$ cat src/sv/bra_pkg.sv
// Shared types, codes and helpers for the bitmap run allocator.
// Used by bra_ctrl, bra_datapath and bitmap_run_allocator; depends on nothing else.
package bra_pkg;

    localparam int CFG_IDX_W  = 4;
    localparam int CFG_DATA_W = 24;
    localparam int MAP_CFG_W  = 13;
    localparam int BASE_W     = 24;
    localparam int RUN_W      = 12;
    localparam int BIDX_W     = 12;
    localparam int INDEX_W    = 25;

    localparam logic [CFG_IDX_W-1:0] REG_MAP_BYTES   = 4'd0;
    localparam logic [CFG_IDX_W-1:0] REG_BASE_OFFSET = 4'd1;

    localparam logic [MAP_CFG_W-1:0] MAP_BYTES_RESET = 13'd4096;

    localparam logic CMD_ALLOC = 1'b0;
    localparam logic CMD_LOAD  = 1'b1;

    localparam logic ST_DONE = 1'b0;
    localparam logic ST_FULL = 1'b1;

    localparam logic [7:0] FULL_BYTE = 8'hFF;

    typedef struct packed {
        logic              cmd;
        logic [RUN_W-1:0]  run_length;
        logic [BIDX_W-1:0] byte_index;
        logic [7:0]        byte_value;
    } in_t;

    typedef struct packed {
        logic [INDEX_W-1:0] first_index;
        logic               status;
    } out_t;

    typedef struct packed {
        logic take_item;
        logic clear_step;
        logic do_load;
        logic set_fail;
        logic scan_start;
        logic scan_step;
        logic scan_capture;
        logic mark_start;
        logic mark_step;
        logic set_ok;
        logic out_load;
    } ctrl_cmd_t;

    typedef struct packed {
        logic clear_last;
        logic item_is_load;
        logic req_bad;
        logic byte_free;
        logic scan_last;
        logic fits;
        logic mark_last;
    } ctrl_stat_t;

    function automatic logic [2:0] lowest_zero(input logic [7:0] value);
        logic [2:0] pos;
        pos = 3'd0;
        for (int i = 7; i >= 0; i--)
        begin
            if (!value[i])
            begin
                pos = 3'(i);
            end
        end
        return pos;
    endfunction

endpackage

$ cat src/sv/bra_ctrl.sv
// Controller state machine for the bitmap run allocator.
// Depends on bra_pkg; drives bra_datapath through command/status structs.
module bra_ctrl (
    input  logic               clk,
    input  logic               rst_n,
    input  logic               in_valid,
    output logic               in_ready,
    output logic               out_valid,
    input  logic               out_ready,
    input  bra_pkg::ctrl_stat_t stat,
    output bra_pkg::ctrl_cmd_t  cmd
);

    localparam logic [2:0] S_CLEAR   = 3'd0;
    localparam logic [2:0] S_IDLE    = 3'd1;
    localparam logic [2:0] S_DECODE  = 3'd2;
    localparam logic [2:0] S_SCAN    = 3'd3;
    localparam logic [2:0] S_FIT     = 3'd4;
    localparam logic [2:0] S_MARK    = 3'd5;
    localparam logic [2:0] S_FINISH  = 3'd6;

    logic [2:0] state_reg;
    logic [2:0] state_next;
    logic       out_valid_reg;
    logic       out_valid_next;

    assign in_ready  = (state_reg == S_IDLE);
    assign out_valid = out_valid_reg;

    always_comb
    begin
        state_next     = state_reg;
        cmd            = '0;
        out_valid_next = out_valid_reg && !out_ready;
        unique case (state_reg)
            S_CLEAR:
            begin
                cmd.clear_step = 1'b1;
                if (stat.clear_last)
                begin
                    state_next = S_IDLE;
                end
            end
            S_IDLE:
            begin
                if (in_valid)
                begin
                    cmd.take_item = 1'b1;
                    state_next    = S_DECODE;
                end
            end
            S_DECODE:
            begin
                priority if (stat.item_is_load)
                begin
                    cmd.do_load = 1'b1;
                    state_next  = S_FINISH;
                end
                else if (stat.req_bad)
                begin
                    cmd.set_fail = 1'b1;
                    state_next   = S_FINISH;
                end
                else
                begin
                    cmd.scan_start = 1'b1;
                    state_next     = S_SCAN;
                end
            end
            S_SCAN:
            begin
                priority if (stat.byte_free)
                begin
                    cmd.scan_capture = 1'b1;
                    state_next       = S_FIT;
                end
                else if (stat.scan_last)
                begin
                    cmd.set_fail = 1'b1;
                    state_next   = S_FINISH;
                end
                else
                begin
                    cmd.scan_step = 1'b1;
                end
            end
            S_FIT:
            begin
                if (stat.fits)
                begin
                    cmd.mark_start = 1'b1;
                    state_next     = S_MARK;
                end
                else
                begin
                    cmd.set_fail = 1'b1;
                    state_next   = S_FINISH;
                end
            end
            S_MARK:
            begin
                cmd.mark_step = 1'b1;
                if (stat.mark_last)
                begin
                    cmd.set_ok = 1'b1;
                    state_next = S_FINISH;
                end
            end
            S_FINISH:
            begin
                if (!out_valid_reg || out_ready)
                begin
                    cmd.out_load   = 1'b1;
                    out_valid_next = 1'b1;
                    state_next     = S_IDLE;
                end
            end
            default:
            begin
                state_next = S_IDLE;
            end
        endcase
    end

    always_ff @(posedge clk or negedge rst_n)
    begin
        if (!rst_n)
        begin
            state_reg     <= S_CLEAR;
            out_valid_reg <= 1'b0;
        end
        else
        begin
            state_reg     <= state_next;
            out_valid_reg <= out_valid_next;
        end
    end

endmodule

$ cat config.mk
export PLATFORM = sky130hd
export DESIGN_NAME = bra_ctrl
export DESIGN_NICKNAME = d
export VERILOG_FILES = /design/src/sv/bra_pkg.sv /design/src/sv/bra_ctrl.sv
export SDC_FILE = /design/constraint.sdc
export NUM_CORES = 1
export LEC_CHECK = 0
export ABC_AREA = 1
export BUFFER_PORTS_ARGS = -buffer_cell sky130_fd_sc_hd__buf_2
export CORE_AREA = 2 2 39 41
export CTS_CLUSTER_DIAMETER = 80
export DETAILED_ROUTE_END_ITERATION = 8
export DIE_AREA = 0 0 41 43
export PLACE_DENSITY = 0.75
export SLEW_MARGIN = 5
export SYNTH_ARGS = -nofsm -noshare
export SYNTH_HDL_FRONTEND = slang
export SYNTH_SLANG_ARGS = --single-unit
$ cat constraint.sdc
create_clock -name clk -period 1.9 [get_ports clk]
set_input_delay 0.38 -clock clk [delete_from_list [all_inputs] [get_ports clk]]
set_output_delay 0.38 -clock clk [all_outputs]
set_load 0.01 [all_outputs]
# Word level (Yosys, flattened, before mapping)
# Index checks and enable logic that the tools add are counted.
[word_totals]
regBits = 4
latchBits = 0
mem_bits_rw = 0
rom_bits = 0
inputBits = 11
output_inout_bits = 13
wordCells = 54
memories = 0
[op_classes]
add_sub_neg = 0
mul = 0
div = 0
magnitude_cmp = 0
n_eq_ne = 11
n_shift = 0
muxes = 35
bitwise = 0
reduce_logical = 6
[op_table]
columns = ["op", "n"]
rows = [
  ["two-way mux 3 bit", 8],
  ["two-way mux 1 bit", 21],
  ["one-hot mux 3 bit (7 select lines)", 1],
  ["== test 3 bit (second input constant)", 3],
  ["two-way mux 2 bit", 4],
  ["!= test 2 bit (second input constant)", 4],
  ["== test 3 x 2 -> 1 bit (second input constant)", 2],
  ["AND reduction 5 bit", 1],
  ["== test 3 x 1 -> 1 bit (second input constant)", 1],
  ["zero test 3 bit", 1],
  ["!= test 3 bit (second input constant)", 1],
  ["one-hot mux 1 bit (3 select lines)", 1],
  ["zero test 1 bit", 2],
  ["logical AND 1 bit", 1],
  ["logical OR 1 bit", 1],
]

# Depth between registers and ports, before layout
[depth]
word_depth = 4
ltp_mapped = 8
ltp_nobuf = 8

# Worst setup path before layout
# Ideal clock, no wire load.
[synth_timing]
kind = "reg2out"
start = "register state_reg[2]"
end = "output port cmd[7] (netlist bit)"
arrival_time_ps = 917
required_ps = 1520
path_slack_ps = 603
stages_incl_launch_ff = 5
path_buffers = 1
path_cell_list = "dfrtp_1 > buf_2 > nor2_4 > nand3_1 > nand3_1"
[synth_rtl]
columns = ["element", "line_no", "source"]
rows = [
  ["start, declared", "bra_ctrl.sv:22", "logic [2:0] state_reg;"],
  ["start signal, assigned", "bra_ctrl.sv:134", "state_reg <= state_next;"],
  ["end, declared", "bra_ctrl.sv:11", "output bra_pkg::ctrl_cmd_t cmd"],
]

==> out/qor.yml <==
run_status:
  status: "finished clean"
pwr:
  ir_drop_mv: 0.5416
  p_leak_nw: 0.3980
  pwr_density_cell_nw_per_um2: 1292
cells_and_area:
  final_layout_size_suffix_gt1_share_pct: 46.88
  largest_register_ffs: 3
  fin_area_um2: 643.1
  diodes: 0
  stdcell_count: 112
  nets: 110
  synthToLayoutAreaGrowth_pct: 35.98
hold_path:
  min_to: "out_valid"
  holdCritPathClass: "input pin to register"
  hp-start: "out_ready"
  hold_depth: 2
worst_setup_path:
  path_max_fanout: 7
  worstSetupEndpointType: "output pin"
  critPathArrivalTime_ns: 1.33
  rrSetupSlack_ns: 0.53
  worst_r2r_endpoint: "state_reg[0]"
  path_class: "register to output pin"
  cp_data_required_time_ns: 1.52
  ff2ff_path_depth: 6
  rr_startpoint: "state_reg[2]"
  cp-start-kind: "register"
clock_tree:
  post-cts-setup-buffer-count: 0
  htreeDepth: 1
  root_buffer: "clkbuf_4"
  ctsResizeCount: 0
  clockBufferDepth: 2
  cts.clk_slew.worst_paths_ns: 0.04
  cts_tree: "yes"
  cts_buffers: 3
  clk_latency_ns: 0.23
  cts.sinks: 4
sta:
  final.setup.tns_ns: 0
  skew_ns: 0.002112
  rsz0062_at_grt: "no"
  fin_crit_sh_pct: 90.16
  worst_pin_slew_ns: 0.2941
  drv_slew: 0
  setup_viol: 0
  fmax_mhz: 583.7
  min_period_ns: 1.713
  relSlewSlack_pct: 80.39
  finalHoldViolCount: 0
synth:
  synth_edf_count: 0
  yosysTopAreaCellShare_pct: 21.16
  synth_top_area_cell: "dfrtp_1"
  ys.warnings.count: 0
  avgSynthCellArea_um2: 6.854
  synth_area_leaders: "dfrtp_1, nor2_4, inv_1, nor2_1, nand3_1"
  synth_common_cells: "inv_1, nor2_1, nand2_1, nand3_1"
  async_flop_share_pct: 100.0
  ys.flop_type: "dfrtp_1"
  netlist_area_um2: 473.0
  ys_types: 19
  seq_area_frac_synth_pct: 21.16
  ys_ff_latch: 4
  synthCells: 69
  syn_nets: 81
grt:
  grt_usage_pct: 15.39
  grt_max_degree: 9
  antenna_found_initial: 0
  grt_pass1_vias: 489
  grt-ovfl-total: 0
  grt_pass1_wl_um: 1890
placed_design:
  port_buffers: 23
  gp_congestion: 0.8434
  placed_cells: 108
  hpwl_um: 946
  placed_area_um2: 610.6
drt:
  drtIter0Drc: 4
  vias: 523
  routed_wirelength_um: 1099
  postRouteAntennaNets: 0
  viasPerCell: 4.670
  wl_per_cell_um: 9.813
  drc: 0
  drtPass1Iterations: 4
job:
  maxCapViolCount: 0
floorplanning:
  core-area_um2: 1384
  rows: 14
  start_util_pct: 34.18
  ios: 24
  fp.dieH_um: 43
  dieArea_um2: 1763
  die_x_um: 41
[layer usage]
| layer | wire length, µm | GRT usage [%] | part of all wire, % | vias up |
|---|---|---|---|---|
| met1 | 460 | 18.77 | 42 | 238 |
| met2 | 594 | 25.00 | 54 | 9 |
| met3 | 45 | 4.712 | 4.1 | 0 |
| met5 | 0 | 0 | 0 | - |
| li1 | - | - | - | 276 |
| met4 | 0 | 4.000 | 0 | 0 |
[stage by stage]
step           util, %  total power, mW  hold WS (ns)  setup slack [ns]
2_1_floorplan        -           0.5854       0.08441            0.6032
3_3_place_gp     44.12           0.7202        0.1863            0.4406
3_5_place_dp     44.12           0.7311        0.1876            0.4226
4_1_cts          46.47           0.8423        0.3660            0.1760
5_1_grt          46.47           0.9234        0.3817           0.07359
6_report         46.47           0.8312        0.3701            0.1869
[cell usage in the layout (no fill, tap or decap)]
| cell type | n |
|---|---|
| a21boi_2 | 1 |
| a21oi_2 | 1 |
| buf_2 | 23 |
| buf_4 | 1 |
| clkbuf_4 | 3 |
| dfrtp_1 | 4 |
| dlygate4sd3_1 | 1 |
| ha_1 | 1 |
| inv_1 | 10 |
| inv_2 | 3 |
| nand2_1 | 9 |
| nand2_2 | 4 |
| nand2_4 | 2 |
| nand3_1 | 7 |
| nand3_2 | 2 |
| nand3_4 | 1 |
| nand3b_1 | 1 |
| nand4_1 | 2 |
| nor2_1 | 10 |
| nor2_4 | 4 |
| nor3_1 | 3 |
| o21ai_0 | 3 |
[cell families after synthesis]
group | after synthesis | share of synthesized area, %
AND/OR/NAND/NOR | 45 | 57.41
AO/OA/AOI/OAI | 5 | 7.407
buffers and inverters | 14 | 11.38
flip-flops | 4 | 21.16
adder cells (fa/ha/maj) | 1 | 2.645
[area by class of cell]
| type | instances | area (µm²) |
|---|---|---|
| inverter | 13 | 48.80 |
| timing repair buffer | 25 | 132.6 |
| tap | 16 | 20.02 |
| multi-input combinational | 51 | 319.1 |
| sequential | 4 | 100.1 |
| fill | 154 | 740.7 |
| clock buffer | 3 | 22.52 |
[critical path: stages (launching register included)]
cell and delay (ns):
dfrtp_1 0.47, nor2_1 0.26, nand3_1 0.14, nand3_1 0.10
buf_2 0.13
[power breakdown]
part | total (mW) | switching [mW] | internal [mW]
sequential | 0.166 | 0.0486 | 0.117
clock | 0.102 | 0.0319 | 0.0705
combinational | 0.563 | 0.344 | 0.219
[how the worst max path moves through the flow]
stage	startpoint	to	slack (ns)	cells past startpoint
final	state_reg[0]	cmd[7]	0.19	4
after global routing	state_reg[0]	cmd[7]	0.07	4
after floorplan	state_reg[2]	cmd[7]	0.60	4
after CTS	state_reg[0]	cmd[7]	0.18	4
after detailed placement	state_reg[0]	cmd[7]	0.42	4
after global placement	state_reg[0]	cmd[7]	0.44	4
[what timing repair did]
item,CTS,global route
endpoints found under the hold margin,4,0
endpoints found under the setup margin,0,0
hold buffers,1,0
No activity file was read; power rests on OpenSTA's default activity.
