## src/sv/bra_pkg.sv

```systemverilog
// Shared types, codes and helpers for the bitmap run allocator.
// Used by bra_ctrl, bra_datapath and bitmap_run_allocator; depends on nothing else.
package bra_pkg;

    localparam int CFG_IDX_W  = 4;
    localparam int CFG_DATA_W = 24;
    localparam int MAP_CFG_W  = 13;
    localparam int BASE_W     = 24;
    localparam int RUN_W      = 12;
    localparam int BIDX_W     = 12;
    localparam int INDEX_W    = 25;

    localparam logic [CFG_IDX_W-1:0] REG_MAP_BYTES   = 4'd0;
    localparam logic [CFG_IDX_W-1:0] REG_BASE_OFFSET = 4'd1;

    localparam logic [MAP_CFG_W-1:0] MAP_BYTES_RESET = 13'd4096;

    localparam logic CMD_ALLOC = 1'b0;
    localparam logic CMD_LOAD  = 1'b1;

    localparam logic ST_DONE = 1'b0;
    localparam logic ST_FULL = 1'b1;

    localparam logic [7:0] FULL_BYTE = 8'hFF;

    typedef struct packed {
        logic              cmd;
        logic [RUN_W-1:0]  run_length;
        logic [BIDX_W-1:0] byte_index;
        logic [7:0]        byte_value;
    } in_t;

    typedef struct packed {
        logic [INDEX_W-1:0] first_index;
        logic               status;
    } out_t;

    typedef struct packed {
        logic take_item;
        logic clear_step;
        logic do_load;
        logic set_fail;
        logic scan_start;
        logic scan_step;
        logic scan_capture;
        logic mark_start;
        logic mark_step;
        logic set_ok;
        logic out_load;
    } ctrl_cmd_t;

    typedef struct packed {
        logic clear_last;
        logic item_is_load;
        logic req_bad;
        logic byte_free;
        logic scan_last;
        logic fits;
        logic mark_last;
    } ctrl_stat_t;

    function automatic logic [2:0] lowest_zero(input logic [7:0] value);
        logic [2:0] pos;
        pos = 3'd0;
        for (int i = 7; i >= 0; i--)
        begin
            if (!value[i])
            begin
                pos = 3'(i);
            end
        end
        return pos;
    endfunction

endpackage

```

## src/sv/bra_datapath.sv

```systemverilog
// Datapath of the bitmap run allocator: config registers, scan and mark
// counters, map RAM port muxing and the result/output registers. Uses bra_pkg.
module bra_datapath #(
    parameter int MAP_BYTES = 4096,
    parameter int MAX_RUN   = 2048
) (
    input  logic                              clk,
    input  logic                              rst_n,
    input  bra_pkg::in_t                      in_data,
    output bra_pkg::out_t                     out_data,
    input  logic                              cfg_valid,
    input  logic [bra_pkg::CFG_IDX_W-1:0]     cfg_index,
    input  logic [bra_pkg::CFG_DATA_W-1:0]    cfg_data,
    input  bra_pkg::ctrl_cmd_t                cmd,
    output bra_pkg::ctrl_stat_t               stat,
    output logic                              ram_we,
    output logic [(MAP_BYTES > 1 ? $clog2(MAP_BYTES) : 1)-1:0] ram_waddr,
    output logic [7:0]                        ram_wdata,
    output logic [(MAP_BYTES > 1 ? $clog2(MAP_BYTES) : 1)-1:0] ram_raddr,
    input  logic [7:0]                        ram_rdata
);

    localparam int AW = (MAP_BYTES > 1) ? $clog2(MAP_BYTES) : 1;
    localparam int NW = $clog2(MAP_BYTES + 1);
    localparam int BW = AW + 3;
    localparam int CW = NW + 3;
    localparam int KW = (CW > bra_pkg::RUN_W) ? CW : bra_pkg::RUN_W;
    localparam int PW = 17;

    logic [bra_pkg::MAP_CFG_W-1:0] map_cfg_reg;
    logic [bra_pkg::BASE_W-1:0]    base_reg;
    logic [AW-1:0]                 clr_cnt_reg;
    logic [AW-1:0]                 clr_cnt_next;
    bra_pkg::in_t                  item_reg;
    bra_pkg::in_t                  item_next;
    logic [AW-1:0]                 scan_addr_reg;
    logic [AW-1:0]                 scan_addr_next;
    logic [BW-1:0]                 first_reg;
    logic [BW-1:0]                 first_next;
    logic [BW-1:0]                 last_reg;
    logic [BW-1:0]                 last_next;
    logic [AW-1:0]                 mark_addr_reg;
    logic [AW-1:0]                 mark_addr_next;
    bra_pkg::out_t                 res_reg;
    bra_pkg::out_t                 res_next;
    bra_pkg::out_t                 out_reg;
    bra_pkg::out_t                 out_next;

    logic [NW-1:0] bytes;
    logic [CW-1:0] total;
    logic [KW-1:0] room;
    logic [KW-1:0] run_ext;
    logic          load_in_range;
    logic [2:0]    lo;
    logic [2:0]    hi;
    logic [7:0]    mask;

    assign out_data = out_reg;

    always_comb
    begin
        if (PW'(map_cfg_reg) > PW'(MAP_BYTES))
        begin
            bytes = NW'(MAP_BYTES);
        end
        else
        begin
            bytes = NW'(map_cfg_reg);
        end
        total         = {bytes, 3'b000};
        run_ext       = KW'(item_reg.run_length);
        room          = KW'(total) - KW'(first_reg);
        load_in_range = PW'(item_reg.byte_index) < PW'(MAP_BYTES);
        lo            = (mark_addr_reg == first_reg[BW-1:3]) ? first_reg[2:0] : 3'd0;
        hi            = (mark_addr_reg == last_reg[BW-1:3]) ? last_reg[2:0] : 3'd7;
        mask          = (8'hFF << lo) & (8'hFF >> (3'd7 - hi));
    end

    always_comb
    begin
        stat.clear_last   = (clr_cnt_reg == AW'(MAP_BYTES - 1));
        stat.item_is_load = (item_reg.cmd == bra_pkg::CMD_LOAD);
        stat.req_bad      = (item_reg.run_length == '0)
                         || (PW'(item_reg.run_length) > PW'(MAX_RUN))
                         || (bytes == '0);
        stat.byte_free    = (ram_rdata != bra_pkg::FULL_BYTE);
        stat.scan_last    = (NW'(scan_addr_reg) == bytes - NW'(1));
        stat.fits         = (run_ext <= room);
        stat.mark_last    = (mark_addr_reg == last_reg[BW-1:3]);
    end

    always_comb
    begin
        clr_cnt_next   = clr_cnt_reg;
        item_next      = item_reg;
        scan_addr_next = scan_addr_reg;
        first_next     = first_reg;
        last_next      = last_reg;
        mark_addr_next = mark_addr_reg;
        res_next       = res_reg;
        out_next       = out_reg;
        ram_we         = 1'b0;
        ram_waddr      = mark_addr_reg;
        ram_wdata      = ram_rdata | mask;
        ram_raddr      = scan_addr_reg;

        if (cmd.clear_step)
        begin
            ram_we       = 1'b1;
            ram_waddr    = clr_cnt_reg;
            ram_wdata    = '0;
            clr_cnt_next = clr_cnt_reg + AW'(1);
        end
        if (cmd.take_item)
        begin
            item_next = in_data;
        end
        if (cmd.do_load)
        begin
            ram_we               = load_in_range;
            ram_waddr            = AW'(item_reg.byte_index);
            ram_wdata            = item_reg.byte_value;
            res_next.first_index = '0;
            res_next.status      = bra_pkg::ST_DONE;
        end
        if (cmd.set_fail)
        begin
            res_next.first_index = '0;
            res_next.status      = bra_pkg::ST_FULL;
        end
        if (cmd.scan_start)
        begin
            ram_raddr      = '0;
            scan_addr_next = '0;
        end
        if (cmd.scan_step)
        begin
            ram_raddr      = scan_addr_reg + AW'(1);
            scan_addr_next = scan_addr_reg + AW'(1);
        end
        if (cmd.scan_capture)
        begin
            first_next = {scan_addr_reg, bra_pkg::lowest_zero(ram_rdata)};
        end
        if (cmd.mark_start)
        begin
            ram_raddr      = first_reg[BW-1:3];
            mark_addr_next = first_reg[BW-1:3];
            last_next      = BW'(KW'(first_reg) + run_ext - KW'(1));
        end
        if (cmd.mark_step)
        begin
            ram_we         = 1'b1;
            ram_raddr      = mark_addr_reg + AW'(1);
            mark_addr_next = mark_addr_reg + AW'(1);
        end
        if (cmd.set_ok)
        begin
            res_next.first_index = bra_pkg::INDEX_W'(first_reg)
                                 + bra_pkg::INDEX_W'(base_reg);
            res_next.status      = bra_pkg::ST_DONE;
        end
        if (cmd.out_load)
        begin
            out_next = res_reg;
        end
    end

    always_ff @(posedge clk or negedge rst_n)
    begin
        if (!rst_n)
        begin
            map_cfg_reg <= bra_pkg::MAP_BYTES_RESET;
            base_reg    <= '0;
            clr_cnt_reg <= '0;
        end
        else
        begin
            clr_cnt_reg <= clr_cnt_next;
            if (cfg_valid && cfg_index == bra_pkg::REG_MAP_BYTES)
            begin
                map_cfg_reg <= cfg_data[bra_pkg::MAP_CFG_W-1:0];
            end
            if (cfg_valid && cfg_index == bra_pkg::REG_BASE_OFFSET)
            begin
                base_reg <= cfg_data[bra_pkg::BASE_W-1:0];
            end
        end
    end

    always_ff @(posedge clk)
    begin
        item_reg      <= item_next;
        scan_addr_reg <= scan_addr_next;
        first_reg     <= first_next;
        last_reg      <= last_next;
        mark_addr_reg <= mark_addr_next;
        res_reg       <= res_next;
        out_reg       <= out_next;
    end

endmodule

```

## config.mk

```make
export PLATFORM = sky130hd
export DESIGN_NAME = bra_datapath
export DESIGN_NICKNAME = d
export VERILOG_FILES = /design/src/sv/bra_pkg.sv /design/src/sv/bra_datapath.sv
export SDC_FILE = /design/constraint.sdc
export NUM_CORES = 1
export LEC_CHECK = 0
export BUFFER_PORTS_ARGS = -buffer_cell sky130_fd_sc_hd__buf_2
export CORE_ASPECT_RATIO = 1.75
export CORE_MARGIN = 3
export CORE_UTILIZATION = 40
export DETAILED_ROUTE_END_ITERATION = 10
export GPL_TIMING_DRIVEN = 0
export PLACE_DENSITY = 0.56
export SYNTH_ARGS = -nofsm -noshare
export SYNTH_HDL_FRONTEND = slang
export SYNTH_SLANG_ARGS = --single-unit
```

## constraint.sdc

```tcl
create_clock -name clk -period 13 [get_ports clk]
set_input_delay 2.6 -clock clk [delete_from_list [all_inputs] [get_ports clk]]
set_output_delay 2.6 -clock clk [all_outputs]
set_load 0.1 [all_outputs]
```

# Word-level counts from Yosys, hierarchy flattened

Cells that the tools add are included.

Memories kept: 0
Input port bits: 83
Bits in registers: 188
Bits in writable memories: 0
Latch bits: 0
Logic and storage cells: 78
Memory bits (read-only): 0

Add/subtract/negate cells: 9
Reductions and logical operators: 12
Div/mod/pow operators: 0
Bitwise gates (word level): 2
Magnitude comparators: 3
$mul: 0
Shifts and indexed selects: 2
Mux-type cells: 26
Eq/ne operators: 6

Operators with widths:

| kind                                                | count |
|---|---|
| 2-to-1 mux 12 bit                                   | 8 |
| 2-to-1 mux 26 bit                                   | 3 |
| adder 12 x 1 -> 12 bit (second input constant)      | 3 |
| adder 15 x 24 -> 25 bit                             | 1 |
| == test 12 bit                                      | 2 |
| 2-to-1 mux 3 bit                                    | 6 |
| less-or-equal comparator 12 x 16 -> 1 bit           | 1 |
| 2-to-1 mux 8 bit                                    | 2 |
| subtractor 16 x 15 -> 16 bit                        | 1 |
| adder 15 x 12 -> 15 bit                             | 1 |
| subtractor 15 x 1 -> 15 bit (second input constant) | 1 |
| == test 12 x 13 -> 1 bit                            | 1 |
| > comparator 13 bit (second input constant)         | 1 |
| logical NOT 13 bit                                  | 1 |
| 2-to-1 mux 13 bit                                   | 1 |
| subtractor 13 x 1 -> 13 bit (second input constant) | 1 |
| == test 12 bit (second input constant)              | 1 |
| > comparator 12 bit (second input constant)         | 1 |
| logical NOT 12 bit                                  | 1 |
| AND 8 bit                                           | 1 |
| inequality test 8 bit (second input constant)       | 1 |
| OR 8 bit                                            | 1 |
| << shifter 8 x 3 -> 8 bit (first input constant)    | 1 |
| >> shifter 8 x 3 -> 8 bit (first input constant)    | 1 |
| other kinds (11)                                    | 18 |

# Depth between registers and ports, before layout

Gate-level depths: netlist of run 1.

Depth in word-level cells: 8
Gate-level depth with buffers: 17

# Worst setup path after synthesis of run 1

No wires, ideal clock.

Kind: input-to-output
From: in cmd[9] in the netlist's numbering
To: out ram_waddr[10] in the netlist's numbering
Arrival: 5581 ps
Setup slack: 4819 ps
Buffers on the path: 2
Required time: 10400 ps
Stages: 4
Path through: clkbuf_1 clkbuf_1 mux2i_1 o21ai_0

Longest elaborated chain between the ends: 2

RTL lines:

| what              | line                | text |
|---|---|---|
| start, declared   | bra_datapath.sv:14  | `input bra_pkg::ctrl_cmd_t cmd,` |
| 2-to-1 mux 12 bit | bra_datapath.sv:107 | `if (cmd.clear_step)` |
| 2-to-1 mux 12 bit | bra_datapath.sv:118 | `if (cmd.do_load)` |
| end, declared     | bra_datapath.sv:17  | `output logic [(MAP_BYTES > 1 ? $clog2(MAP_BYTES) : 1)-1:0] ram_waddr,` |

Every way passes these cells.

==> results of run 1 <==
[cell usage in the layout (no fill, tap or decap), drive strengths merged, types with 14 or more instances in the layout]
cell type / netlist / layout
mux2: 40 / 40
nand2: 76 / 76
nand3: 27 / 27
ha: 69 / 69
nor3: 19 / 19
xnor2: 63 / 63
dfrtp: 48 / 48
xor2: 34 / 34
nand4: 23 / 23
a21oi: 56 / 56
nor2b: 14 / 14
edfxtp: 126 / 126
inv: 74 / 83
mux2i: 23 / 23
clkbuf: 28 / 45
buf: 12 / 157
o21ai: 68 / 68
nor2: 74 / 74
[critical path: cells and delay by family (launching register included)]
kind                     cells  cell delay, ns
AO/OA/AOI/OAI                6            0.91
XOR/XNOR                     1            0.17
adder cells (fa/ha/maj)      2            0.66
buffers and inverters        3            0.80
flip-flops                   1            0.58
AND/OR/NAND/NOR              6            1.39
[cell type report]
class                      count  share of cell area
timing repair buffer         145              0.0572
clock buffer                  17              0.0336
clock inverter                15             0.00997
buffer                        40              0.0133
multi-input combinational    733               0.412
inverter                      75              0.0222
tap                          364              0.0359
sequential                   188               0.416
[where the power goes]
| part | total [uW] | leakage (uW) | switching, uW | internal, uW |
|---|---|---|---|---|
| Sequential | 833 | 0.00201 | 81.6 | 751 |
| Clock | 494 | 0.000264 | 243 | 251 |
| Combinational | 720 | 0.00306 | 472 | 248 |
| Total | 2050 | 0.00534 | 797 | 1250 |
[through the flow]
step                      area, sq um  utilization  worst slack [ns]
after global routing            12700        0.473              5.11
after global placement          12100        0.453              5.63
after CTS                       12700        0.473              5.34
after detailed placement        12100        0.453              5.65
after floorplan                 10900            -              4.82
final                           12700        0.473              5.45
[final timing paths]
| kind | slack (ns) | cells past startpoint | startpoint | endpoint |
|---|---|---|---|---|
| min in group asynchronous | 2.36 | 1 | rst_n | clr_cnt_reg[11]$_DFFE_PN0P_ |
| max in group asynchronous | 9.88 | 1 | rst_n | map_cfg_reg[2]$_DFFE_PN0P_ |
| worst min-delay path | 0.42 | 0 | res_reg[17]$_SDFFCE_PN0P_ | out_data[17]$_DFFE_PP_ |
| worst min register to register | 0.42 | 0 | res_reg[17]$_SDFFCE_PN0P_ | out_data[17]$_DFFE_PP_ |
| worst max-delay path | 5.45 | 18 | map_cfg_reg[12]$_DFFE_PN1P_ | stat[1] |
| worst max register to register | 9.30 | 11 | first_reg[2]$_SDFFCE_PN0P_ | last_reg[14]$_DFFE_PP_ |
[routing by layer]
| metal | vias up | routed length [microns] | GRT usage |
|---|---|---|---|
| li1 | 4054 | - | - |
| met5 | - | 0 | 0 |
| met4 | 0 | 1360 | 0.107 |
| met3 | 64 | 944 | 0.0283 |
| met2 | 195 | 16400 | 0.384 |
| met1 | 4023 | 10800 | 0.218 |
[logic make-up (layout without fill, tap and decap cells)]
family                     after synthesis  count (layout)
xor gates and xnor gates                97              97
adders and majority gates               71              71
and+or+nand+nor                        297             297
buffers and inverters                  115             292
DFF                                    188             188
muxes                                   63              63
AOI/OAI and AO/OA                      205             205
==> metrics.md, run 1 <==
| Metric | Value |
|---|---|
| Actual slew at the worst max-slew pin | `roughly 1.2 ns` |
| Clk buf depth | `2` |
| Root Driver | `clkbuf_16` |
| Die Ht | `about 220 microns` |
| Final WL | `29500 microns` |
| Die footprint | `0.0295 sq mm` |
| Max VDD drop | `about 0.0001 V` |
| Total GRT Usage | `0.206` |
| Routed len/inst | `18.7 microns` |
| Post-synthesis simple-gate area fraction | `0.135` |
| Die W | `roughly 130 microns` |
| MaxCap Viol Count | `0` |
| Nets | `1354` |
| Seq cells post-synth | `188` |
| Worst skew pair latency | `~0.45 ns` |
| Worst path required time | `10.40 ns` |
| Via density per instance | `~5.3` |
| Most frequent cell after synthesis | `edfxtp_1` |
| Synthesized instance count | `approximately 1000` |
| Tcrit/Tclk final | `0.581` |
| Avg Inst Size Synth | `approximately 11 sq um` |
| Layout cell share with drive strength beyond 1 | `0.204` |
| Vias in the first global route | `about 8500` |
| Vias after detailed routing | `8336` |
| Syn_nets | `1190` |
| Largest register FFs | `32` |
| XOR/XNOR Fraction of Synth Area | `0.0776` |
| Max stage delay on crit path | `between 0.5 and 0.6 ns` |
| First-pass GRT wire length | `roughly 46000 microns` |
| Reg area | `around 0.0053 sq mm` |
| Mux cell area share after synthesis | `0.0622` |
| Post-Syn Area | `between 0.01 and 0.015 sq mm` |
| Hold buffers post-CTS | `0` |
| Worst Clk Skew | `0.0106 ns` |
| Worst hold path class | `reg2reg` |
| EDFF count, synth | `~130` |
| Initial Util | `0.409` |
| Post-CTS Setup Bufs | `0` |
| Synth unique cells | `just over 70` |
| TritonCTS clock tree | `built` |
| DRC viols | `0` |
| Worst setup SP type | `register` |
| Ys Warns | `0` |
| Syn-to-layout area delta | `15.8%` |
| P_leak | `about 0.0053 uW` |
| Largest net degree at the start of global routing | `50` |
| Hold Vio Cnt, Final | `0` |
| FILL cells | `2557` |
| CP max stage cell | `dfstp_2` |
| Post-DRT Antenna Nets | `0` |
| Post-route minimum period | `between 7 and 8 ns` |
| Std cell rows | `79` |
| Post-Synth Adder-Cell Area | `0.0825` |
| IO Port Bufs | `about 150` |
| Slew HR | `0.208` |
| Synth top area share | `0.346` |
| CTS buffer count | `17` |
| Crit path max fanout | `9` |
| Final setup fails | `0` |
| Crit Path Category | `reg2out` |
| Cts repair resizes | `0` |
| Gr ovfl total | `0` |
| Ys async rst share | `0.261` |
| Synth top area cells | `edfxtp_1, dfrtp_1, ha_1, xnor2_1, mux2_2` |
| Dpl cells | `~1500` |
| Synth Area in Compound Gates | `0.120` |
| Final Max Slew Viols | `0` |
| Largest area contributor in the netlist | `edfxtp_1` |
| Drt first-iter violations | `about 460` |
| Fmax | `roughly 130 MHz` |
| Final TNS setup | `0 ns` |
| CP Cell Sequence | `clkinv_1, nand2_1, inv_1, ha_1, nor4b_1, o22a_1, a221oi_2, a21o_1, xor2_1, ha_1, and4_1, nand2_1, nor3_1, a211oi_1, o211ai_1, a31oi_1, nand4_1, buf_2` |
| Critical Path AT | `4.95 ns` |
| GPL Wtd Cong | `0.878` |
| Antenna diodes | `0` |
| Register area share after synthesis | `0.482` |
| Unrepaired setup endpoints after global routing | `no` |
| Area of the multi-input gates | `about 0.0052 sq mm` |
| CTS H-tree depth | `4` |
| WHS | `approximately 0.42 ns` |
| Pre-Repair DR Iteration Count | `6` |
| Status | `finished clean` |
| Initial antenna violation count | `0` |
| Largest family of logic cells by synthesized area | `simple AND/OR/NAND/NOR gates` |
| Io pins | `149` |
| Power per Cell Area | `between 150 and 200 mW/mm^2` |
| Clock edge transition at the registers on the reported setup and hold paths | `~0.07 ns` |
| Crit. End Element | `output pin` |
| Main synth FF type | `edfxtp_1` |
| Placeable Area | `0.0268 sq mm` |
| Top cells by count, synth | `edfxtp_1, nand2_1, inv_1, nor2_1, ha_1` |
| Total Power | `just over 2000 uW` |
| Final cell count without fillers | `around 1600` |
| Post-DP HPWL | `around 23000 microns` |
| CTS sink cnt | `188` |
(Power assumes the default switching activity.)
==> run 2, diff against run 1 <==
--- a/config.mk
+++ b/config.mk
@@ -11,7 +11,7 @@
 export CORE_UTILIZATION = 40
 export DETAILED_ROUTE_END_ITERATION = 10
 export GPL_TIMING_DRIVEN = 0
-export PLACE_DENSITY = 0.56
+export PLACE_DENSITY = 0.58
 export SYNTH_ARGS = -nofsm -noshare
 export SYNTH_HDL_FRONTEND = slang
 export SYNTH_SLANG_ARGS = --single-unit
==> constraint.sdc (replaced) <==
create_clock -name clk -period 6.5 [get_ports clk]
set_input_delay 1.3 -clock clk [delete_from_list [all_inputs] [get_ports clk]]
set_output_delay 1.3 -clock clk [all_outputs]
set_load 0.1 [all_outputs]
==> run 2 against run 1 <==
Against the previous run:
- clock skew decreased by 0.0011 ns
- sequential power increased by 99%
- clock-buffer cell count increased by 1
- die area unchanged
- flip-flop and latch count unchanged
- first-iteration DRC count decreased by 15%
- final cell count unchanged
- worst hold slack improved by 0.0012 ns
- setup slack got worse by 5.1 ns
- non-clock buffer count unchanged
- combinational power increased by 100%
- critical endpoint unchanged
- highest routed layer unchanged
==> metrics.md, run 2 (same netlist as run 1, synthesis figures left out) <==
| Metric | Value |
|---|---|
| First-pass GRT wire length | `45100 microns (was 45700 microns)` |
| Post-CTS Setup Bufs | `0 (unchanged)` |
| CP Cell Sequence | `clkinv_1, nand2_1, inv_1, ha_1, nor4b_1, o22a_1, a221oi_2, a21o_1, xor2_1, ha_1, and4_1, nand2_1, nor3_1, a211oi_1, o211ai_1, a31oi_1, nand4_1, clkbuf_4 (was clkinv_1, nand2_1, inv_1, ha_1, nor4b_1, o22a_1, a221oi_2, a21o_1, xor2_1, ha_1, and4_1, nand2_1, nor3_1, a211oi_1, o211ai_1, a31oi_1, nand4_1, buf_2)` |
| Actual slew at the worst max-slew pin | `1.15 ns (was 1.19 ns)` |
| Fmax | `162 MHz` |
| Initial antenna violation count | `0 (unchanged)` |
| GPL Wtd Cong | `0.877 (was 0.878)` |
| CTS sink cnt | `188 (unchanged)` |
| Final WL | `29000 microns (was 29500 microns)` |
| DRC viols | `0 (unchanged)` |
| Routed len/inst | `18.4 microns (was 18.7 microns)` |
| Io pins | `149 (unchanged)` |
| Final setup fails | `0 (unchanged)` |
| Drt first-iter violations | `390 (was 459)` |
| Die Ht | `225 microns (unchanged)` |
| Worst path required time | `5.20 ns (was 10.40 ns)` |
| Area of the multi-input gates | `0.00522 sq mm (unchanged)` |
| IO Port Bufs | `145 (unchanged)` |
| Post-route minimum period | `between 6 and 7 ns` |
| Gr ovfl total | `0 (unchanged)` |
| Root Driver | `clkbuf_16 (unchanged)` |
| Initial Util | `0.409 (unchanged)` |
| Post-DRT Antenna Nets | `0 (unchanged)` |
| Clock edge transition at the registers on the reported setup and hold paths | `0.07 ns (about the same)` |
| Max VDD drop | `0.000209 V (was 0.0000998 V)` |
| Via density per instance | `5.28 (was 5.29)` |
| Antenna diodes | `0 (unchanged)` |
| Die footprint | `0.0295 sq mm (unchanged)` |
| Commonest non-fill, non-tap cells in the layout | `buf_2, edfxtp_1, nand2_1, inv_1, nor2_1 (unchanged)` |
| Vias after detailed routing | `8333 (was 8336)` |
| Worst Hold Depth | `0 (unchanged)` |
| Crit. End Element | `output pin (unchanged)` |
| Unrepaired setup endpoints after global routing | `no (unchanged)` |
| CTS buffer count | `17 (unchanged)` |
| Final TNS setup | `0 ns (unchanged)` |
| Reg-to-Reg End | `last_reg[14]$_DFFE_PP_ (unchanged)` |
| Placeable Area | `0.0268 sq mm (unchanged)` |
| Tcrit/Tclk final | `0.947` |
| Launching point of the worst reg2reg path | `first_reg[2]$_SDFFCE_PN0P_ (unchanged)` |
| Layout cell share with drive strength beyond 1 | `0.204 (about the same)` |
| Largest net degree at the start of global routing | `50 (unchanged)` |
| WHS | `0.419 ns (was 0.418 ns)` |
| Launch point of the worst hold path | `res_reg[4]$_SDFFCE_PN0P_ (was res_reg[17]$_SDFFCE_PN0P_)` |
| Crit path max fanout | `9 (unchanged)` |
| TritonCTS clock tree | `built (unchanged)` |
| Largest register FFs | `32 (unchanged)` |
| CP max stage cell | `dfstp_2 (unchanged)` |
| CTS H-tree depth | `4 (unchanged)` |
| Final Max Slew Viols | `0 (unchanged)` |
| Critical Path AT | `4.86 ns (was 4.95 ns)` |
| Hold Vio Cnt, Final | `0 (unchanged)` |
| Status | `finished clean (unchanged)` |
| Reg2Reg Depth | `11 (unchanged)` |
| P_leak | `0.00536 uW (was 0.00534 uW)` |
| Clk buf depth | `2 (unchanged)` |
| Reg area | `0.00527 sq mm (unchanged)` |
| Std cell rows | `79 (unchanged)` |
| MaxCap Viol Count | `0 (unchanged)` |
| Syn-to-layout area delta | `16.1% (was 15.8%)` |
| FILL cells | `2550 (was 2557)` |
| Total GRT Usage | `0.202 (was 0.206)` |
| Fin util | `0.475 (was 0.473)` |
| Reg-to-reg setup timing slack | `2.80 ns (was 9.30 ns)` |
| Die W | `131 microns (unchanged)` |
| Worst setup SP type | `register (unchanged)` |
| Max stage delay on crit path | `0.58 ns (about the same)` |
| Worst Clk Skew | `0.00947 ns (was 0.0106 ns)` |
| Post-DP HPWL | `23000 microns (was 23500 microns)` |
| Pre-Repair DR Iteration Count | `5 (was 6)` |
| Vias in the first global route | `8434 (was 8493)` |
| Crit Path Category | `reg2out (unchanged)` |
| Power per Cell Area | `326 mW/mm^2 (was 161 mW/mm^2)` |
| Worst hold path class | `reg2reg (unchanged)` |
| Nets | `1354 (unchanged)` |
| Worst skew pair latency | `0.45 ns (about the same)` |
| Hold Path End | `out_data[4]$_DFFE_PP_ (was out_data[17]$_DFFE_PP_)` |
| Commonest non-fill, non-tap cell in the layout | `buf_2 (unchanged)` |
| Slew HR | `0.232 (was 0.208)` |
==> run 2: changes by cell type in the layout (fill, tap and decap cells not counted), sizes merged <==
cell      delta
buf          -1
bufinv       +1
clkbuf       +2
clkinv       +3
clkinvlp     -3
inv          -2
==> run 2: power breakdown <==
part	total [uW]	internal, uW	switching, uW
combinational	1440	497	942
sequential	1660	1500	159
clock	1040	544	494
==> run 2: per-layer routing <==
layer	part of all wire	vias up	global-route usage
met3	0.038	61	0.0316
met2	0.56	240	0.381
li1	-	4057	-
met1	0.36	3975	0.216
met4	0.042	0	0.0877
met5	0	-	0
==> run 2: cell type report <==
cell class                 instances  area share
inverter                          75      0.0221
clock inverter                    14      0.0120
sequential                       188       0.415
buffer                            40      0.0133
clock buffer                      18      0.0338
timing repair buffer             145      0.0573
multi-input combinational        733       0.411
tap                              364      0.0358
==> run 2: repair_timing <==
action	4_1_cts	5_1_grt
hold buffers	0	0
setup endpoints to repair	0	1
gates resized for setup	0	1
==> run 2: worst max-delay path by stage <==
stage,slack (ns),cells past startpoint,end,startpoint
2_1_floorplan,0.41,11,stat[2],map_cfg_reg[12]$_DFFE_PN1P_
3_3_place_gp,0.66,18,stat[1],map_cfg_reg[12]$_DFFE_PN1P_
3_5_place_dp,0.66,18,stat[1],map_cfg_reg[12]$_DFFE_PN1P_
4_1_cts,0.13,18,stat[1],map_cfg_reg[12]$_DFFE_PN1P_
5_1_grt,0.02,18,stat[1],map_cfg_reg[12]$_DFFE_PN1P_
6_report,0.34,18,stat[1],map_cfg_reg[12]$_DFFE_PN1P_
==> run 2: worst max-delay path: cells and delay by family (launching register included) <==
kind                       cells  cell delay [ns]
and+or+nand+nor                6             1.40
AOI/OAI and AO/OA              6             0.89
buffers and inverters          3             0.71
adders and majority gates      2             0.66
DFF                            1             0.58
xor gates and xnor gates       1             0.16
==> run 2: per-stage QoR <==
step / power (uW) / setup slack [ns] / std cells / cell area (sq um)
finish: 4140 / 0.344 / 1577 / 12700
global route: 4380 / 0.0172 / 1577 / 12700
CTS: 4180 / 0.129 / 1577 / 12700
detailed placement: 3130 / 0.657 / 1545 / 12100
global placement: 3110 / 0.665 / 1545 / 12100
floorplan: 2780 / 0.414 / 1036 / 10900
